[src/lrc_pkg.sv]
package lrc_pkg;

    // field and datapath widths
    localparam int COEF_W  = 16;
    localparam int CONST_W = 24;
    localparam int REG_W   = 12;
    localparam int COORD_W = 20;
    localparam int NUM_W   = 41;
    localparam int MAG_W   = 40;
    localparam int DEN_W   = 16;
    localparam int QUO_W   = 21;
    localparam int SQ_W    = 41;
    localparam int DIST_W  = 42;

    // configuration register indexes and reset values
    localparam logic CFG_WIDTH  = 1'b0;
    localparam logic CFG_HEIGHT = 1'b1;
    localparam logic [REG_W-1:0] WIDTH_RESET  = 12'd640;
    localparam logic [REG_W-1:0] HEIGHT_RESET = 12'd480;

    // per-item flags that travel alongside the dividers
    typedef struct packed {
        logic [3:0]       ovf;
        logic [3:0]       neg;
        logic             a_nz;
        logic             b_nz;
        logic [REG_W-1:0] w;
        logic [REG_W-1:0] h;
    } t_side;

endpackage

[src/lrc_divider.sv]
module lrc_divider
    import lrc_pkg::*;
(
    input  logic             i_clk,
    input  logic             i_en,
    input  logic [MAG_W-1:0] i_num,
    input  logic [DEN_W-1:0] i_den,
    output logic [QUO_W-1:0] o_quot
);

    logic [DEN_W-1:0] r_rem [QUO_W];
    logic [QUO_W-1:0] r_low [QUO_W];
    logic [DEN_W-1:0] r_den [QUO_W];
    logic [QUO_W-1:0] r_quo [QUO_W];

    // one restoring step per stage, high quotient bit first
    for (genvar k = 0; k < QUO_W; k++) begin : g_step
        logic [DEN_W-1:0] rem_in;
        logic [QUO_W-1:0] low_in;
        logic [DEN_W-1:0] den_in;
        logic [QUO_W-1:0] quo_in;
        logic [DEN_W:0]   trial;
        logic [DEN_W:0]   diff;
        logic             ge;

        if (k == 0) begin : g_first
            assign rem_in = i_num[QUO_W+DEN_W-1:QUO_W];
            assign low_in = i_num[QUO_W-1:0];
            assign den_in = i_den;
            assign quo_in = '0;
        end else begin : g_next
            assign rem_in = r_rem[k-1];
            assign low_in = r_low[k-1];
            assign den_in = r_den[k-1];
            assign quo_in = r_quo[k-1];
        end

        assign trial = {rem_in, low_in[QUO_W-1-k]};
        assign ge    = trial >= {1'b0, den_in};
        assign diff  = trial - {1'b0, den_in};

        always_ff @(posedge i_clk) begin
            if (i_en) begin
                r_rem[k] <= ge ? diff[DEN_W-1:0] : trial[DEN_W-1:0];
                r_low[k] <= low_in;
                r_den[k] <= den_in;
                r_quo[k] <= {quo_in[QUO_W-2:0], ge};
            end
        end
    end

    assign o_quot = r_quo[QUO_W-1];

endmodule

[config.mk]
export PLATFORM = sky130hd
export DESIGN_NAME = lrc_divider
export DESIGN_NICKNAME = d
export VERILOG_FILES = /design/src/lrc_pkg.sv /design/src/lrc_divider.sv
export SDC_FILE = /design/constraint.sdc
export NUM_CORES = 2
export LEC_CHECK = 0
export BUFFER_PORTS_ARGS = -buffer_cell sky130_fd_sc_hd__buf_4
export CORE_MARGIN = 2
export CORE_UTILIZATION = 55
export DETAILED_ROUTE_END_ITERATION = 8
export GPL_ROUTABILITY_DRIVEN = 0
export PLACE_DENSITY = 0.79
export SLEW_MARGIN = 5
export SYNTH_ARGS = -nofsm -noshare
export SYNTH_HDL_FRONTEND = slang
export SYNTH_SLANG_ARGS = --single-unit
export TNS_END_PERCENT = 1
[constraint.sdc]
create_clock -name i_clk -period 3.4 [get_ports i_clk]
set_input_delay 0 -clock i_clk [delete_from_list [all_inputs] [get_ports i_clk]]
set_output_delay 0 -clock i_clk [all_outputs]
set_load 0.01 [all_outputs]
==> flow_summary.json <==
{
  "cts_tree": "yes",
  "ys_async_sr_fraction_pct": 0,
  "path_max_fanout": 17,
  "postPlaceCellArea_um2": 54800,
  "powerDensity_nw_per_um2": 889,
  "synth_edf_count": 1081,
  "rows": 112,
  "reg2reg_from": "r_den[1][17]$_DFFE_PP_",
  "synthToLayoutAreaGrowth_pct": 13.8,
  "yosysSeqAreaShare_pct": 62.2,
  "rsz0062_at_grt": "false",
  "dpl.hpwl_um": 65800,
  "drt-initial-drc-count": 2276,
  "io_buffers": 75,
  "die-area_um2": 97400,
  "drt_wl_total_um": 93900,
  "viasPerCell": 5.60,
  "finalSetupViolCount": 0,
  "tightest_slew_ps": 907,
  "ys_warn_count": 0,
  "syn_area_per_cell_um2": 13.3,
  "fmax_mhz": 312,
  "worst_slew_margin_rel_pct": 39.5,
  "critPathLaunchType": "flop",
  "ys_ff_latch": 1081,
  "clk_latency_ps": 680,
  "drive_gt1_share_pct": 11.8,
  "vias": 31000,
  "route.detailed.drc": 0,
  "crit_path_end_kind": "flop",
  "ys_types": 94,
  "clkTransAtPathRegs_ps": 60,
  "fin_nets": 4611,
  "htree_num_levels": 3,
  "worst-endpoint-arrival_ps": 3620,
  "antenna_found_initial": 0,
  "gr-total-overflow": 0,
  "antenna_cells": 0,
  "r2r-end": "r_rem[1][41]$_DFFE_PP_",
  "synthCells": 3915,
  "die_height_um": 312,
  "grt_pass1_wl_um": 153000,
  "ys.flop_type": "edfxtp_1",
  "numClockSinks": 1081,
  "first_pass_iters": 6,
  "required_ps": 3820,
  "ff2ff_path_depth": 10,
  "p_leak_uw": 0.0236,
  "finalSetupTns_ps": 0,
  "ant_nets": 0,
  "grt_max_degree": 91,
  "die_x_um": 312,
  "cts-root-buf": "clkbuf_16",
  "wire_per_inst_um": 16.9,
  "initial_utilization_pct": 55.7,
  "grtUsageTotal_pct": 19.3,
  "cts_inserted_buffers": 111,
  "post_cts_buffers": 0,
  "grt_pass1_vias": 31000,
  "fin_skew_ps": 22.3,
  "syn_area_um2": 52200,
  "clock_path_buffers": 3,
  "crit_type": "flop to flop",
  "fin_area_um2": 59400,
  "fillers": 6790,
  "fin_crit_ps": 3210,
  "cp-endpoint": "r_rem[1][41]$_DFFE_PP_",
  "timing.final.crit_share_pct": 94.3,
  "core_um2": 93600,
  "status": "completed",
  "num_io_pins": 79,
  "hold_violations": 0,
  "maxCapViolCount": 0,
  "cp-startpoint": "r_den[1][17]$_DFFE_PP_",
  "synth.net_count": 4329,
  "slew_viol_final": 0,
  "hold_path_class": "input pin to flop",
  "reg2reg_setup_slack_ps": 190,
  "ir_drop_mv": 0.521
}
## per-layer routing
layer / routed length (µm) / up-vias / share of wire [%] / GRT usage [%]
met1: 38400 / 15000 / 41 / 23.2
met3: 3610 / 217 / 3.8 / 2.87
met4: 3180 / 0 / 3.4 / 7.22
li1: - / 15100 / - / -
met5: 0 / - / 0 / 0
met2: 48700 / 665 / 52 / 35.0
## final cells by class
type                    instances  area, µm²  area share (%)
repair buffers                220       2120            3.57
inverters                     436       1640            2.76
multi-input cells            2347      17800            30.0
clock buffers                 128       2880            4.86
flip-flops and latches       1081      32500            54.7
clock inverters                74        868            1.46
well taps                    1254       1570            2.64
## power by group
part	switching [µW]	total [µW]	internal (µW)	leakage, µW
sequential	1490	20300	18800	0.0106
clock	4930	12400	7430	0.00184
combinational	10600	20200	9540	0.0112
## cell usage in the layout, fill, tap and decap left out, types with 37 or more instances in the layout
master	synthesis	layout
edfxtp_1	1081	1081
nand3_1	56	56
dlygate4sd3_1	0	80
xnor2_1	147	147
o21a_1	49	49
nor2_1	232	232
clkbuf_16	0	113
nor2b_1	53	53
o21ai_0	174	172
buf_4	8	118
mux2_2	150	150
nor3_1	53	53
xor2_1	73	73
a21oi_1	217	216
nand2_1	178	178
ha_1	336	336
nand4_1	37	37
inv_1	436	436
nand2b_1	46	46
a21o_1	91	91
## cells in the mapped netlist, types with 24 or more instances
cell type,instances,share of area (%)
nand4_1,37,0.44
xnor2_1,147,2.5
inv_1,436,3.1
nand3_1,56,0.54
o21a_1,49,0.70
a31oi_1,25,0.30
nor2_1,232,1.7
a21o_1,91,1.3
nor2b_1,53,0.64
nand2_1,178,1.3
nand2b_1,46,0.55
ha_1,336,8.1
o31ai_1,28,0.40
xor2_1,73,1.2
a21oi_1,217,2.1
nor3_1,53,0.51
a21boi_0,24,0.35
mux2i_1,28,0.54
o21ai_0,174,1.7
mux2_2,150,3.2
edfxtp_1,1081,62
## worst min path at each step
stage	endpoint	start	depth (start not counted)	slack [ps]
finish	r_low[0][4]$_DFFE_PP_	i_num[4]	2	70
global route	r_low[0][4]$_DFFE_PP_	i_num[4]	2	20
CTS	r_den[0][10]$_DFFE_PP_	i_den[10]	2	0.2
detailed placement	r_low[0][19]$_DFFE_PP_	i_num[19]	1	180
global placement	r_low[0][13]$_DFFE_PP_	i_num[13]	1	180
floorplan	r_den[0][0]$_DFFE_PP_	i_den[0]	0	100
## worst max-delay path, cell delays in order, from the launching register on
cell and delay (ps):
edfxtp_1 440, inv_1 90, ha_1 240, nor2b_1 150, o21a_1 180, o21ai_1 270
a21oi_1 170, a221oi_1 290, o21ai_0 160, a211o_1 570, mux2_1 400
## per-stage QoR
stage / hold slack [ps] / utilization [%] / setup WS, ps / std cells / power, µW
2_1_floorplan: 98.9 / - / 450 / 3915 / 35300
3_3_place_gp: 179 / 58.6 / 293 / 5258 / 39500
3_5_place_dp: 179 / 58.6 / 213 / 5258 / 40200
4_1_cts: 0.227 / 63.4 / 200 / 5540 / 53000
5_1_grt: 22.7 / 63.4 / 6.27 / 5540 / 56100
6_report: 65.7 / 63.4 / 194 / 5540 / 52800
## cells by family (layout without fill, tap and decap cells)
kind of cell / Yosys count / count (layout) / share of synthesized area (%)
AO/OA/AOI/OAI: 797 / 797 / 10.1
adder cells (fa/ha/maj): 356 / 356 / 8.82
multiplexers: 202 / 202 / 4.33
XOR/XNOR: 220 / 220 / 3.69
flip-flops: 1081 / 1081 / 62.2
AND/OR/NAND/NOR: 772 / 772 / 7.21
buffers and inverters: 487 / 858 / 3.68
## timing repair
item	in CTS	in global routing
gates resized for setup	0	3
endpoints found under the hold margin	113	0
hold buffers	80	0
endpoints found under the setup margin	0	6
## sequential cells by signal, indices dropped and copies added, names as in the netlist
| signal | cells |
|---|---|
| r_den | 320 |
| r_rem | 320 |
| r_quo | 231 |
| r_low | 210 |
(Power assumes the default switching activity.)
